[config.mk]
export PLATFORM = sky130hd
export DESIGN_NAME = six_step_commutation_pi_speed_unit
export DESIGN_NICKNAME = d
export VERILOG_FILES = /design/src/ssc_pkg.sv /design/src/ssc_ctrl.sv /design/src/ssc_datapath.sv /design/src/six_step_commutation_pi_speed_unit.sv
export SDC_FILE = /design/constraint.sdc
export NUM_CORES = 2
export LEC_CHECK = 0
export BUFFER_PORTS_ARGS = -buffer_cell sky130_fd_sc_hd__buf_2
export CORE_ASPECT_RATIO = 1.75
export CORE_MARGIN = 5
export CORE_UTILIZATION = 28
export CTS_BUF_LIST = sky130_fd_sc_hd__clkbuf_8
export CTS_CLUSTER_DIAMETER = 150
export DETAILED_ROUTE_END_ITERATION = 10
export PLACE_DENSITY = 0.42
export SLEW_MARGIN = 10
export SYNTH_ARGS = -nofsm -noshare
export SYNTH_HDL_FRONTEND = slang
export SYNTH_SLANG_ARGS = --single-unit
[constraint.sdc]
create_clock -name aclk -period 9.3 [get_ports aclk]
set_clock_uncertainty 0.2 [all_clocks]
set_input_delay 0.93 -clock aclk [delete_from_list [all_inputs] [get_ports aclk]]
set_output_delay 0.93 -clock aclk [all_outputs]
set_load 0.05 [all_outputs]
[src/ssc_pkg.sv]
// ssc_pkg: shared types, constants and helper functions for the six-step
// commutation block with pi speed loop. no dependencies.
`timescale 1ns / 1ps

package ssc_pkg;

    // angle resolution: 2^ANGLE_BITS is one electrical turn
    localparam int ANGLE_BITS  = 16;
    localparam int SECTOR_BITS = 3;

    // field widths
    localparam int GAIN_W   = 24;
    localparam int LIMIT_W  = 32;
    localparam int PERIOD_W = 16;
    localparam int SPEED_W  = 16;
    localparam int ERR_W    = SPEED_W + 1;
    localparam int DUTY_W   = 17;
    localparam int ACC_W    = 34;
    localparam int CFG_IDX_W  = 2;
    localparam int CFG_DATA_W = 32;

    // shared multiplier: 25 x 18 signed, registered 43-bit product
    localparam int MUL_A_W = 25;
    localparam int MUL_B_W = 18;
    localparam int PROD_W  = MUL_A_W + MUL_B_W;

    // accumulator halves fed through the multiplier
    localparam int ACC_LO_W = 17;
    localparam int ACC_HI_W = ACC_W - ACC_LO_W;

    localparam logic [DUTY_W-1:0] DUTY_ONE  = DUTY_W'(65536);
    localparam logic [DUTY_W-1:0] DUTY_HALF = DUTY_W'(32768);

    // configuration register indexes
    typedef enum logic [CFG_IDX_W-1:0] {
        CFG_PROP_GAIN     = 2'd0,
        CFG_INTEG_GAIN    = 2'd1,
        CFG_INTEG_LIMIT   = 2'd2,
        CFG_SAMPLE_PERIOD = 2'd3
    } cfg_reg_t;

    // controller states
    typedef enum logic [2:0] {
        ST_IDLE,
        ST_MUL_ERR,
        ST_ACC,
        ST_MUL_LO,
        ST_MUL_HI,
        ST_SUM_I,
        ST_LEVEL
    } state_t;

    // multiplier operand select
    typedef enum logic [1:0] {
        MUL_ERR_SP,
        MUL_KP_ERR,
        MUL_KI_LO,
        MUL_KI_HI
    } mul_sel_t;

    // controller to datapath commands
    typedef struct packed {
        logic     capture;
        mul_sel_t mul_sel;
        logic     acc_upd;
        logic     p_load;
        logic     lo_load;
        logic     i_load;
        logic     out_load;
    } cmd_t;

    // phase drive direction
    typedef enum logic [1:0] {
        DIR_FLOAT,
        DIR_HIGH,
        DIR_LOW
    } dir_t;

    // 120-degree pattern: direction of each phase (a, b, c) per sector
    function automatic dir_t sector_dir(input logic [SECTOR_BITS-1:0] sector,
                                        input logic [1:0] phase);
        dir_t d;
        d = DIR_FLOAT;
        case (sector)
            3'd0: d = (phase == 2'd0) ? DIR_HIGH : (phase == 2'd1) ? DIR_LOW : DIR_FLOAT;
            3'd1: d = (phase == 2'd0) ? DIR_HIGH : (phase == 2'd1) ? DIR_FLOAT : DIR_LOW;
            3'd2: d = (phase == 2'd0) ? DIR_FLOAT : (phase == 2'd1) ? DIR_HIGH : DIR_LOW;
            3'd3: d = (phase == 2'd0) ? DIR_LOW : (phase == 2'd1) ? DIR_HIGH : DIR_FLOAT;
            3'd4: d = (phase == 2'd0) ? DIR_LOW : (phase == 2'd1) ? DIR_FLOAT : DIR_HIGH;
            3'd5: d = (phase == 2'd0) ? DIR_FLOAT : (phase == 2'd1) ? DIR_LOW : DIR_HIGH;
            default: d = DIR_FLOAT;
        endcase
        return d;
    endfunction

    // phase duty from direction; zero duty floats every phase
    function automatic logic [DUTY_W-1:0] phase_value(input dir_t d,
                                                      input logic [DUTY_W-1:0] duty);
        logic [DUTY_W-1:0] v;
        v = DUTY_HALF;
        if (duty != '0) begin
            case (d)
                DIR_HIGH: v = duty;
                DIR_LOW:  v = '0;
                default:  v = DUTY_HALF;
            endcase
        end
        return v;
    endfunction

endpackage

[src/ssc_ctrl.sv]
// ssc_ctrl: sequencing state machine for the pi update and result hand-off.
// depends on ssc_pkg.
`timescale 1ns / 1ps

module ssc_ctrl
    import ssc_pkg::*;
(
    input  logic aclk,
    input  logic aresetn,
    input  logic s_valid,
    output logic s_ready,
    output logic m_valid,
    input  logic m_ready,
    output cmd_t cmd
);

    state_t state_reg, state_next;
    logic   out_valid_reg, out_valid_next;
    logic   out_busy;

    // output register still holds a beat that is not taken this cycle
    assign out_busy = out_valid_reg & ~m_ready;

    // state and result valid registers
    always_ff @(posedge aclk) begin
        if (!aresetn) begin
            state_reg     <= ST_IDLE;
            out_valid_reg <= 1'b0;
        end else begin
            state_reg     <= state_next;
            out_valid_reg <= out_valid_next;
        end
    end

    // next state and datapath commands
    always_comb begin
        state_next     = state_reg;
        out_valid_next = out_valid_reg & ~m_ready;
        s_ready        = 1'b0;
        cmd            = '0;
        cmd.mul_sel    = MUL_ERR_SP;
        case (state_reg)
            ST_IDLE: begin
                s_ready = 1'b1;
                if (s_valid) begin
                    cmd.capture = 1'b1;
                    state_next  = ST_MUL_ERR;
                end
            end
            ST_MUL_ERR: begin
                cmd.mul_sel = MUL_ERR_SP;
                state_next  = ST_ACC;
            end
            ST_ACC: begin
                cmd.acc_upd = 1'b1;
                cmd.mul_sel = MUL_KP_ERR;
                state_next  = ST_MUL_LO;
            end
            ST_MUL_LO: begin
                cmd.p_load  = 1'b1;
                cmd.mul_sel = MUL_KI_LO;
                state_next  = ST_MUL_HI;
            end
            ST_MUL_HI: begin
                cmd.lo_load = 1'b1;
                cmd.mul_sel = MUL_KI_HI;
                state_next  = ST_SUM_I;
            end
            ST_SUM_I: begin
                cmd.i_load = 1'b1;
                state_next = ST_LEVEL;
            end
            ST_LEVEL: begin
                if (!out_busy) begin
                    cmd.out_load   = 1'b1;
                    out_valid_next = 1'b1;
                    state_next     = ST_IDLE;
                end
            end
            default: begin
                state_next = ST_IDLE;
            end
        endcase
    end

    assign m_valid = out_valid_reg;

endmodule

[src/ssc_datapath.sv]
// ssc_datapath: shared multiplier, integral accumulator, duty saturation,
// sector decode and result registers. depends on ssc_pkg.
`timescale 1ns / 1ps

module ssc_datapath
    import ssc_pkg::*;
(
    input  logic                         aclk,
    input  logic                         aresetn,
    input  cmd_t                         cmd,
    input  logic [GAIN_W-1:0]            prop_gain,
    input  logic [GAIN_W-1:0]            integ_gain,
    input  logic [LIMIT_W-1:0]           integ_limit,
    input  logic [PERIOD_W-1:0]          sample_period,
    input  logic [ANGLE_BITS-1:0]        s_elec_angle,
    input  logic signed [SPEED_W-1:0]    s_speed_target,
    input  logic signed [SPEED_W-1:0]    s_speed_measured,
    output logic [DUTY_W-1:0]            m_phase_a_duty,
    output logic [DUTY_W-1:0]            m_phase_b_duty,
    output logic [DUTY_W-1:0]            m_phase_c_duty,
    output logic [DUTY_W-1:0]            m_drive_level,
    output logic [SECTOR_BITS-1:0]       m_sector_index
);

    localparam int SUM_W   = ACC_W + 1;
    localparam int FULL_W  = 59;
    localparam int P_W     = 42;
    localparam int I_W     = FULL_W - 16;
    localparam int LEVEL_W = 44;
    localparam int SECT_W  = ANGLE_BITS + 3;

    logic signed [ERR_W-1:0]      error_reg;
    logic [SECTOR_BITS-1:0]       sector_reg;
    logic signed [ACC_W-1:0]      accum_reg;
    logic signed [PROD_W-1:0]     prod_reg;
    logic signed [P_W-1:0]        p_reg;
    logic [P_W-1:0]               lo_reg;
    logic signed [I_W-1:0]        i_reg;

    logic signed [MUL_A_W-1:0]    mul_a;
    logic signed [MUL_B_W-1:0]    mul_b;
    logic signed [PROD_W-1:0]     prod_next;
    logic signed [SUM_W-1:0]      acc_sum;
    logic signed [SUM_W-1:0]      lim_pos;
    logic signed [SUM_W-1:0]      lim_neg;
    logic signed [SUM_W-1:0]      acc_clamp;
    logic signed [FULL_W-1:0]     full_i;
    logic signed [LEVEL_W-1:0]    level_sum;
    logic [DUTY_W-1:0]            duty;
    logic [SECT_W-1:0]            angle_x6;

    // sector = floor(angle * 6 / 2^ANGLE_BITS), as shift-add
    assign angle_x6 = {1'b0, s_elec_angle, 2'b00} + {2'b00, s_elec_angle, 1'b0};

    // shared multiplier operand select
    always_comb begin
        mul_a = '0;
        mul_b = '0;
        case (cmd.mul_sel)
            MUL_ERR_SP: begin
                mul_a = $signed({{(MUL_A_W-PERIOD_W){1'b0}}, sample_period});
                mul_b = $signed({error_reg[ERR_W-1], error_reg});
            end
            MUL_KP_ERR: begin
                mul_a = $signed({1'b0, prop_gain});
                mul_b = $signed({error_reg[ERR_W-1], error_reg});
            end
            MUL_KI_LO: begin
                mul_a = $signed({1'b0, integ_gain});
                mul_b = $signed({1'b0, accum_reg[ACC_LO_W-1:0]});
            end
            MUL_KI_HI: begin
                mul_a = $signed({1'b0, integ_gain});
                mul_b = $signed({accum_reg[ACC_W-1], accum_reg[ACC_W-1:ACC_LO_W]});
            end
            default: begin
                mul_a = '0;
                mul_b = '0;
            end
        endcase
    end

    assign prod_next = mul_a * mul_b;

    // integral update from the registered error * period product, then clamp
    assign acc_sum = $signed({accum_reg[ACC_W-1], accum_reg})
                   + $signed({{(SUM_W-33){prod_reg[32]}}, prod_reg[32:0]});
    assign lim_pos = $signed({{(SUM_W-LIMIT_W){1'b0}}, integ_limit});
    assign lim_neg = -lim_pos;

    always_comb begin
        acc_clamp = acc_sum;
        if (acc_sum > lim_pos) begin
            acc_clamp = lim_pos;
        end else if (acc_sum < lim_neg) begin
            acc_clamp = lim_neg;
        end
    end

    // ki * accum from its two partial products, floored by 2^16
    assign full_i = $signed({prod_reg[P_W-1:0], {ACC_LO_W{1'b0}}})
                  + $signed({{(FULL_W-P_W){1'b0}}, lo_reg});

    // drive level and saturation to [0, 1.0]
    assign level_sum = $signed({{(LEVEL_W-P_W){p_reg[P_W-1]}}, p_reg})
                     + $signed({{(LEVEL_W-I_W){i_reg[I_W-1]}}, i_reg});

    always_comb begin
        if (level_sum[LEVEL_W-1]) begin
            duty = '0;
        end else if (level_sum > $signed(LEVEL_W'(DUTY_ONE))) begin
            duty = DUTY_ONE;
        end else begin
            duty = level_sum[DUTY_W-1:0];
        end
    end

    // integral accumulator, the only state kept between items
    always_ff @(posedge aclk) begin
        if (!aresetn) begin
            accum_reg <= '0;
        end else if (cmd.acc_upd) begin
            accum_reg <= acc_clamp[ACC_W-1:0];
        end
    end

    // working registers
    always_ff @(posedge aclk) begin
        prod_reg <= prod_next;
        if (cmd.capture) begin
            error_reg  <= $signed({s_speed_target[SPEED_W-1], s_speed_target})
                        - $signed({s_speed_measured[SPEED_W-1], s_speed_measured});
            sector_reg <= angle_x6[SECT_W-1:ANGLE_BITS];
        end
        if (cmd.p_load) begin
            p_reg <= prod_reg[P_W-1:0];
        end
        if (cmd.lo_load) begin
            lo_reg <= prod_reg[P_W-1:0];
        end
        if (cmd.i_load) begin
            i_reg <= full_i[FULL_W-1:16];
        end
    end

    // result registers
    always_ff @(posedge aclk) begin
        if (cmd.out_load) begin
            m_phase_a_duty <= phase_value(sector_dir(sector_reg, 2'd0), duty);
            m_phase_b_duty <= phase_value(sector_dir(sector_reg, 2'd1), duty);
            m_phase_c_duty <= phase_value(sector_dir(sector_reg, 2'd2), duty);
            m_drive_level  <= duty;
            m_sector_index <= sector_reg;
        end
    end

endmodule

[src/six_step_commutation_pi_speed_unit.sv]
// six_step_commutation_pi_speed_unit: top level with the configuration
// registers. depends on ssc_pkg, ssc_ctrl and ssc_datapath.
`timescale 1ns / 1ps

// usage:
// - configuration: write prop_gain (0), integ_gain (1), integ_limit (2) and
//   sample_period (3) over the cfg channel while no item is in flight;
//   cfg_ready is always high and a beat takes effect at once
// - input channel s_*: electrical angle plus reference and measured speed;
//   each beat gives exactly one result beat on m_*
// - one item is worked on at a time: a new input beat is taken only after the
//   last one has reached the output register, set by the four passes through
//   the one shared 25x18 multiplier plus the add stages
// - the result sits in an output register; the next item is accepted while
//   it waits, and its last step holds until the old result is taken
// - m_ready low simply holds m_valid and the result fields
// - reset (aresetn low, synchronous) clears the integral, all gains, the
//   limit and the sample period to zero and drops any pending result
module six_step_commutation_pi_speed_unit
    import ssc_pkg::*;
(
    input  logic                      aclk,
    input  logic                      aresetn,
    input  logic                      cfg_valid,
    output logic                      cfg_ready,
    input  logic [CFG_IDX_W-1:0]      cfg_index,
    input  logic [CFG_DATA_W-1:0]     cfg_data,
    input  logic                      s_valid,
    output logic                      s_ready,
    input  logic [ANGLE_BITS-1:0]     s_elec_angle,
    input  logic signed [SPEED_W-1:0] s_speed_target,
    input  logic signed [SPEED_W-1:0] s_speed_measured,
    output logic                      m_valid,
    input  logic                      m_ready,
    output logic [DUTY_W-1:0]         m_phase_a_duty,
    output logic [DUTY_W-1:0]         m_phase_b_duty,
    output logic [DUTY_W-1:0]         m_phase_c_duty,
    output logic [DUTY_W-1:0]         m_drive_level,
    output logic [SECTOR_BITS-1:0]    m_sector_index
);

    logic [GAIN_W-1:0]   prop_gain_reg;
    logic [GAIN_W-1:0]   integ_gain_reg;
    logic [LIMIT_W-1:0]  integ_limit_reg;
    logic [PERIOD_W-1:0] sample_period_reg;
    cmd_t                cmd;

    assign cfg_ready = 1'b1;

    // configuration register file
    always_ff @(posedge aclk) begin
        if (!aresetn) begin
            prop_gain_reg     <= '0;
            integ_gain_reg    <= '0;
            integ_limit_reg   <= '0;
            sample_period_reg <= '0;
        end else if (cfg_valid) begin
            case (cfg_reg_t'(cfg_index))
                CFG_PROP_GAIN:     prop_gain_reg     <= cfg_data[GAIN_W-1:0];
                CFG_INTEG_GAIN:    integ_gain_reg    <= cfg_data[GAIN_W-1:0];
                CFG_INTEG_LIMIT:   integ_limit_reg   <= cfg_data[LIMIT_W-1:0];
                CFG_SAMPLE_PERIOD: sample_period_reg <= cfg_data[PERIOD_W-1:0];
                default: begin
                end
            endcase
        end
    end

    // sequencer
    ssc_ctrl u_ctrl (
        .aclk    (aclk),
        .aresetn (aresetn),
        .s_valid (s_valid),
        .s_ready (s_ready),
        .m_valid (m_valid),
        .m_ready (m_ready),
        .cmd     (cmd)
    );

    // arithmetic and result registers
    ssc_datapath u_datapath (
        .aclk             (aclk),
        .aresetn          (aresetn),
        .cmd              (cmd),
        .prop_gain        (prop_gain_reg),
        .integ_gain       (integ_gain_reg),
        .integ_limit      (integ_limit_reg),
        .sample_period    (sample_period_reg),
        .s_elec_angle     (s_elec_angle),
        .s_speed_target   (s_speed_target),
        .s_speed_measured (s_speed_measured),
        .m_phase_a_duty   (m_phase_a_duty),
        .m_phase_b_duty   (m_phase_b_duty),
        .m_phase_c_duty   (m_phase_c_duty),
        .m_drive_level    (m_drive_level),
        .m_sector_index   (m_sector_index)
    );

endmodule

Yosys cells after proc, flatten, opt, wreduce, memory -nomap -nowiden
Cells that the tools add are included.
Widths: inputs -> output; s select.

operators by class
  add/sub/neg operators = 6
  multiply operators = 1
  order comparisons = 3
  eq/ne operators = 25
  muxes and demuxes = 29
  bitwise logic cells = 2
  reductions and logical operators = 18

operators by type and width
  operator              number
  $pmux 17 s2           3
  $pmux 25 s3           1
  $mux 34               2
  $add 59x43->59        1
  $pmux 18 s3           1
  $add 42x43->44        1
  $gt 44x18->1 const B  1
  $mul 25x18->42        1
  $add 34x33->35        1
  $gt 35x33->1          1
  $lt 35x35->1          1
  $neg 32->35           1
  $mux 17               2
  $pmux 3 s7            1
  $add 18x17->19        1
  $reduce_bool 17->1    1
  $sub 16x16->17        1
  $reduce_or 2->1       8
  $eq 3x3->1 const B    5
  $eq 2x2->1 const B    7
  $eq 3x2->1 const B    4
  $pmux 2 s2            3
  $eq 2x1->1 const B    5
  $mux 1                10
  10 further kinds      21

storage, ports and cells
  bits in registers = 394
  output and inout port bits = 74
  logic and storage cells = 102

Longest topological paths before layout
  depth in word-level cells = 7
  gate-level depth with buffers = 36

Hierarchy
A second synthesis with hierarchy kept.

unflattened totals
  cell total of the unflattened synthesis = 4036
  area total of the unflattened synthesis = 36652.7 um^2

modules (own cells, without submodules)
  module                              instances  cells each  area an instance (um^2)  seq. area each (um^2)
  ssc_datapath                        1          3653        32775.2                  7587.3
  six_step_commutation_pi_speed_unit  1          351         3598.5                   1921.8
  ssc_ctrl                            1          32          279.0                    80.1

Worst setup path after synthesis
No wires, ideal clock.

  path kind = register to register
  from = register u_ctrl.state_reg[0]
  to = register u_datapath.prod_reg[40]
  setup time = 0.118 ns
  arrival time = 8.511 ns
  setup slack = 0.470 ns
  stages on the path, launching flop included = 29
  clock period less this slack = 8.830 ns
  cells stage by stage = dfxtp_1 > clkbuf_1 > nor3b_1 > buf_1 > buf_1 > mux2i_1 > nor2_1 > a21oi_1 > clkbuf_1 > nor2_1 > fa_1 > inv_1 > fa_1 > inv_1 > fa_1 > fa_1 > fa_1 > fa_1 > ha_1 > clkbuf_1 > or3b_2 > a211oi_1 > o21bai_1 > a31oi_1 > a2111oi_0 > or3_1 > o21bai_1 > a21oi_1 > xnor2_1

between the ends
  word-level cells in the longest chain between the ends = 6

ends and longest elaborated chain
  item                                               line                 text
  start, declared                                    ssc_ctrl.sv:17       state_t state_reg, state_next;
  start signal, assigned                             ssc_ctrl.sv:30       state_reg <= state_next;
  $eq 3x3->1 / $eq 3x2->1 (equally long branches)    ssc_ctrl.sv:42       case (state_reg)
  $pmux 2 s3 *                                       ssc_ctrl.sv:42
  $eq 2x2->1, or another cell as far along           ssc_datapath.sv:59   case (cmd.mul_sel)
  $reduce_or 2->1 (no line)                          --
  $pmux 25 s3 / $pmux 18 s3 (equally long branches)  ssc_datapath.sv:59
  $mul 25x18->42 *                                   ssc_datapath.sv:83   assign prod_next = mul_a * mul_b;
  via u_datapath.prod_next[40]                       ssc_datapath.sv:42   logic signed [PROD_W-1:0] prod_next;
  end signal, assigned                               ssc_datapath.sv:129  prod_reg <= prod_next;
  end, declared                                      ssc_datapath.sv:35   logic signed [PROD_W-1:0] prod_reg;

Mark *: on every way through the listed nets, which the timed path passes. The rest lies on a longest branch. The select of a mux whose other input is x is not followed.
A chain may end at the register's enable or synchronous reset.

Worst setup path after layout
  from = register u_ctrl.state_reg[2]
  to = register u_datapath.prod_reg[40]

Same word-level chain as after synthesis.

==> impl_metrics.prom <==
# TYPE chip_impl_metric gauge
chip_impl_info{name="setup.worst_path.start",value="u_ctrl.state_reg[2]"} 1
chip_impl_info{name="ys.flop_type",value="sky130_fd_sc_hd__edfxtp_1"} 1
chip_impl_metric{name="wire_per_inst",unit="um"} 22.6
chip_impl_metric{name="yosys_register_bits",unit=""} 378
chip_impl_info{name="critical_path_capture_point_type",value="register"} 1
chip_impl_metric{name="worst_path_largest_cell_delay",unit="ns"} 1.01
chip_impl_metric{name="worst_case_vdd_ir_drop",unit="V"} 0.000119
chip_impl_metric{name="post_cts_buffers",unit=""} 0
chip_impl_metric{name="number_of_synthesized_flops_with_an_enable_pin",unit=""} 202
chip_impl_info{name="worstSetupStartpointType",value="register"} 1
chip_impl_metric{name="final_period_minus_worst_setup_slack",unit="ns"} 8.80
chip_impl_metric{name="numCtsBuffers",unit=""} 69
chip_impl_metric{name="largest_net_degree_at_the_start_of_global_routing",unit=""} 69
chip_impl_metric{name="postSynth.asyncResetShare",unit="%"} 0
chip_impl_metric{name="vias_per_cell",unit=""} 4.96
chip_impl_info{name="cpMostUsedCell",value="sky130_fd_sc_hd__fa_1"} 1
chip_impl_metric{name="floorplan.initialDensity",unit="%"} 28.1
chip_impl_metric{name="post-route-drc-count",unit=""} 0
chip_impl_metric{name="synthesis.area_per_instance",unit="um^2"} 8.74
chip_impl_info{name="setup.worst_path.end",value="u_datapath.prod_reg[40]"} 1
chip_impl_metric{name="placement_rows",unit=""} 177
chip_impl_metric{name="core_area",unit="um^2"} 132000
chip_impl_metric{name="cts_hold_buf",unit=""} 0
chip_impl_metric{name="grt-ovfl-total",unit=""} 0
chip_impl_metric{name="port_buffer_cells",unit=""} 159
chip_impl_metric{name="cellLeakagePower",unit="uW"} 0.0181
chip_impl_metric{name="number_of_flip_flops_under_the_largest_register_name",unit=""} 43
chip_impl_metric{name="wirelength",unit="um"} 139000
chip_impl_metric{name="final_net_count",unit=""} 5188
chip_impl_metric{name="tritoncts_num_sinks",unit=""} 378
chip_impl_metric{name="die_area",unit="um^2"} 140000
chip_impl_info{name="tritoncts",value="done"} 1
chip_impl_info{name="worst_min_path_class",value="reg2reg"} 1
chip_impl_metric{name="setup_tns",unit="ns"} 0
chip_impl_metric{name="timing.max_cap.violations",unit=""} 0
chip_impl_info{name="outcome",value="finished, final reports clean"} 1
chip_impl_metric{name="fp.dieW",unit="um"} 285
chip_impl_metric{name="finish.cell_count_without_fillers",unit=""} 6156
chip_impl_metric{name="power_density_over_the_cells",unit="nW/um^2"} 178
chip_impl_metric{name="reg2reg_setup_slack",unit="ns"} 0.50
chip_impl_metric{name="yosysSeqAreaShare",unit="%"} 25.8
chip_impl_info{name="worst_r2r_endpoint",value="u_datapath.prod_reg[40]"} 1
chip_impl_metric{name="req_time_crit_path",unit="ns"} 9.72
chip_impl_metric{name="htree_num_levels",unit=""} 3
chip_impl_metric{name="first_pass_grt_wire_length",unit="um"} 205000
chip_impl_info{name="timing.critical_path.slowest_stage_cell",value="sky130_fd_sc_hd__o21ai_2"} 1
chip_impl_metric{name="synthCells",unit=""} 4250
chip_impl_metric{name="timing_max_transition_violations_final",unit=""} 0
chip_impl_metric{name="hold_viol",unit=""} 0
chip_impl_metric{name="timing.critical_path.fanout_max",unit=""} 18
chip_impl_metric{name="vias_in_the_first_global_route",unit=""} 32000
chip_impl_metric{name="drive_above_1_share",unit="%"} 9.61
chip_impl_metric{name="area_growth_syn_to_layout",unit="%"} 12.1
chip_impl_metric{name="setup_ws",unit="ns"} 0.495
chip_impl_metric{name="drtPass1Iterations",unit=""} 6
chip_impl_metric{name="proportion_of_netlist_area_held_by_the_largest_area_contributor",unit="%"} 19.2
chip_impl_metric{name="preCtsSetupSlack",unit="ns"} 0.538
chip_impl_metric{name="dp_hpwl",unit="um"} 115000
chip_impl_metric{name="worst-r2r-cell-count",unit=""} 27
chip_impl_info{name="ctsRootBufferMaster",value="sky130_fd_sc_hd__clkbuf_8"} 1
chip_impl_metric{name="timing_worst_slew_pin_value",unit="ns"} 1.28
chip_impl_metric{name="synth.yosys.warnings",unit=""} 0
chip_impl_metric{name="grt_antenna_before_repair",unit=""} 1
chip_impl_metric{name="globalRouteTotalUtil",unit="%"} 19.4
chip_impl_metric{name="max_freq",unit="MHz"} 114
chip_impl_metric{name="detailedRoute.firstIterationViolations",unit=""} 1644
chip_impl_metric{name="io-pin-count",unit=""} 161
chip_impl_metric{name="dr_total_vias",unit=""} 30500
chip_impl_metric{name="timing.final.crit_share",unit="%"} 94.7
chip_impl_metric{name="max_slew_margin",unit="%"} 14.4
chip_impl_metric{name="cts-root-to-sink-buffers",unit=""} 3
chip_impl_metric{name="gp_congestion",unit=""} 0.894
chip_impl_metric{name="dpl.cell_count",unit=""} 6029
chip_impl_metric{name="yosysUniqueCellTypes",unit=""} 88
chip_impl_metric{name="clk_transition_reported_paths",unit="ns"} 0.06
chip_impl_metric{name="route.antenna.remaining_nets",unit=""} 0
chip_impl_metric{name="postCtsResizedCells",unit=""} 0
chip_impl_metric{name="worstSkewPairLatency",unit="ns"} 0.73
chip_impl_metric{name="setup-violations-final",unit=""} 0
chip_impl_metric{name="die_y_extent",unit="um"} 492
chip_impl_metric{name="synthesis.area",unit="um^2"} 37200
chip_impl_info{name="synth.area.top_cells",value="sky130_fd_sc_hd__fa_1 (19%), sky130_fd_sc_hd__edfxtp_1 (16%), sky130_fd_sc_hd__ha_1 (12%)"} 1
chip_impl_info{name="netlist.top_cell.by_area",value="sky130_fd_sc_hd__fa_1"} 1
chip_impl_metric{name="postSynthNetCount",unit=""} 5038
chip_impl_metric{name="cp.arrival",unit="ns"} 9.22
chip_impl_info{name="setup_repair_after_global_routing_missed_its_margin",value="false"} 1
chip_impl_info{name="timing.setup.critical_path_class",value="reg2reg"} 1
chip_impl_info{name="worst_r2r_startpoint",value="u_ctrl.state_reg[2]"} 1
power by group:
part / internal [uW] / switching (uW) / leakage (uW)
clock network: 906 / 799 / 0.000759
logic: 1280 / 2160 / 0.0140
registers: 1950 / 302 / 0.00336
total: 4140 / 3260 / 0.0181
kinds of logic (layout without fill, tap and decap cells):
family                     count (synthesis)  after routing  share of synthesized area (%)
AOI/OAI and AO/OA                        788            788                           13.4
xor gates and xnor gates                 172            172                           4.05
adders and majority gates                701            701                           30.8
buffers and inverters                    764            968                           7.86
DFF                                      378            378                           25.8
muxes                                     49             49                           1.35
other                                      1              3                         0.0101
and+or+nand+nor                         1397           1397                           16.8
worst min-delay path by stage:
stage                          start                  end  slack (ns)  depth (start not counted)
5_1_grt        u_datapath.lo_reg[16]  u_datapath.i_reg[0]        0.24                          0
2_1_floorplan  u_datapath.lo_reg[16]  u_datapath.i_reg[0]        0.20                          0
6_report       u_datapath.lo_reg[16]  u_datapath.i_reg[0]        0.22                          0
3_3_place_gp   u_datapath.lo_reg[16]  u_datapath.i_reg[0]        0.21                          0
4_1_cts                 cfg_data[29]  integ_limit_reg[29]        0.18                          3
3_5_place_dp   u_datapath.lo_reg[16]  u_datapath.i_reg[0]        0.21                          0
worst max-delay path: cells and delay by family (launching register included):
family	cells	cell delay, ns
AO/OA/AOI/OAI	8	2.22
AND/OR/NAND/NOR	4	1.33
flip-flops	1	0.34
XOR/XNOR	1	0.13
buffers and inverters	6	0.85
multiplexers	1	0.22
adder cells (fa/ha/maj)	7	3.39
cell type report:
type                       count  area [um^2]
antenna                        2         5.00
clock buffer                  73         1000
clock inverter                52          413
fill                       14200        90800
inverter                     574         2160
multi-input combinational   3108        24700
sequential                   378         9590
tap                         1700         2130
timing repair buffer         269         1620
metal layers:
metal  GRT usage, %  vias up  part of all wire [%]
met5              0        -                     0
met4           8.55        0                   5.1
met3           2.09      241                   3.4
met2           38.8      741                    56
met1           19.9    15000                    36
li1               -    14500                     -
layout by cell type (no fill, tap or decap), types with 12 or more instances in the layout:
| cell type | count |
|---|---|
| sky130_fd_sc_hd__o21ai_0 | 152 |
| sky130_fd_sc_hd__nand2_1 | 634 |
| sky130_fd_sc_hd__o21a_1 | 37 |
| sky130_fd_sc_hd__nor2b_1 | 35 |
| sky130_fd_sc_hd__mux2i_1 | 39 |
| sky130_fd_sc_hd__xor2_1 | 43 |
| sky130_fd_sc_hd__dfxtp_1 | 176 |
| sky130_fd_sc_hd__a21oi_1 | 291 |
| sky130_fd_sc_hd__a31o_2 | 12 |
| sky130_fd_sc_hd__a221oi_1 | 14 |
| sky130_fd_sc_hd__nand3_1 | 80 |
| sky130_fd_sc_hd__nand4_1 | 41 |
| sky130_fd_sc_hd__ha_1 | 345 |
| sky130_fd_sc_hd__and3_1 | 19 |
| sky130_fd_sc_hd__a21o_1 | 62 |
| sky130_fd_sc_hd__clkbuf_8 | 73 |
| sky130_fd_sc_hd__buf_2 | 159 |
| sky130_fd_sc_hd__o21bai_1 | 22 |
| sky130_fd_sc_hd__a221o_1 | 15 |
| sky130_fd_sc_hd__xnor2_1 | 129 |
| sky130_fd_sc_hd__nand2b_1 | 27 |
| sky130_fd_sc_hd__and2_1 | 34 |
| sky130_fd_sc_hd__edfxtp_1 | 202 |
| sky130_fd_sc_hd__clkinv_1 | 15 |
| sky130_fd_sc_hd__a211oi_1 | 27 |
| sky130_fd_sc_hd__or3_1 | 12 |
| sky130_fd_sc_hd__nor2_1 | 348 |
| sky130_fd_sc_hd__fa_1 | 356 |
| sky130_fd_sc_hd__nor4_1 | 67 |
| sky130_fd_sc_hd__a31oi_1 | 22 |
| sky130_fd_sc_hd__buf_4 | 110 |
| sky130_fd_sc_hd__inv_1 | 585 |
| sky130_fd_sc_hd__nor3_1 | 49 |
metrics by stage:
stage          hold WS [ns]  util [%]  total power [uW]  cell area (um^2)
2_1_floorplan         0.200         -              4480             37200
6_report              0.219      31.4              7400             41600
3_3_place_gp          0.207      30.4              5760             40200
5_1_grt               0.239      31.4              7930             41600
3_5_place_dp          0.208      30.4              5760             40200
4_1_cts               0.176      31.4              7520             41600
synth_stat cells (12+ instances only):
library cell and instances:
sky130_fd_sc_hd__nand2b_1 27, sky130_fd_sc_hd__nand4_1 41, sky130_fd_sc_hd__a21oi_1 292, sky130_fd_sc_hd__a221o_1 15, sky130_fd_sc_hd__nor4_1 67, sky130_fd_sc_hd__a211oi_1 27
sky130_fd_sc_hd__nand2_1 635, sky130_fd_sc_hd__a21o_1 62, sky130_fd_sc_hd__edfxtp_1 202, sky130_fd_sc_hd__a31oi_1 22, sky130_fd_sc_hd__xor2_1 43, sky130_fd_sc_hd__nor2b_1 35
sky130_fd_sc_hd__dfxtp_1 176, sky130_fd_sc_hd__fa_1 356, sky130_fd_sc_hd__and2_1 34, sky130_fd_sc_hd__o21bai_1 22, sky130_fd_sc_hd__nor2_1 353, sky130_fd_sc_hd__a31o_2 12
sky130_fd_sc_hd__or3_1 12, sky130_fd_sc_hd__clkbuf_1 165, sky130_fd_sc_hd__inv_1 574, sky130_fd_sc_hd__a221oi_1 14, sky130_fd_sc_hd__o21a_1 37, sky130_fd_sc_hd__nand3_1 80
sky130_fd_sc_hd__o21ai_0 152, sky130_fd_sc_hd__mux2i_1 39, sky130_fd_sc_hd__xnor2_1 129, sky130_fd_sc_hd__and3_1 20, sky130_fd_sc_hd__ha_1 345, sky130_fd_sc_hd__nor3_1 49
Power figures use the tool's default switching activity.
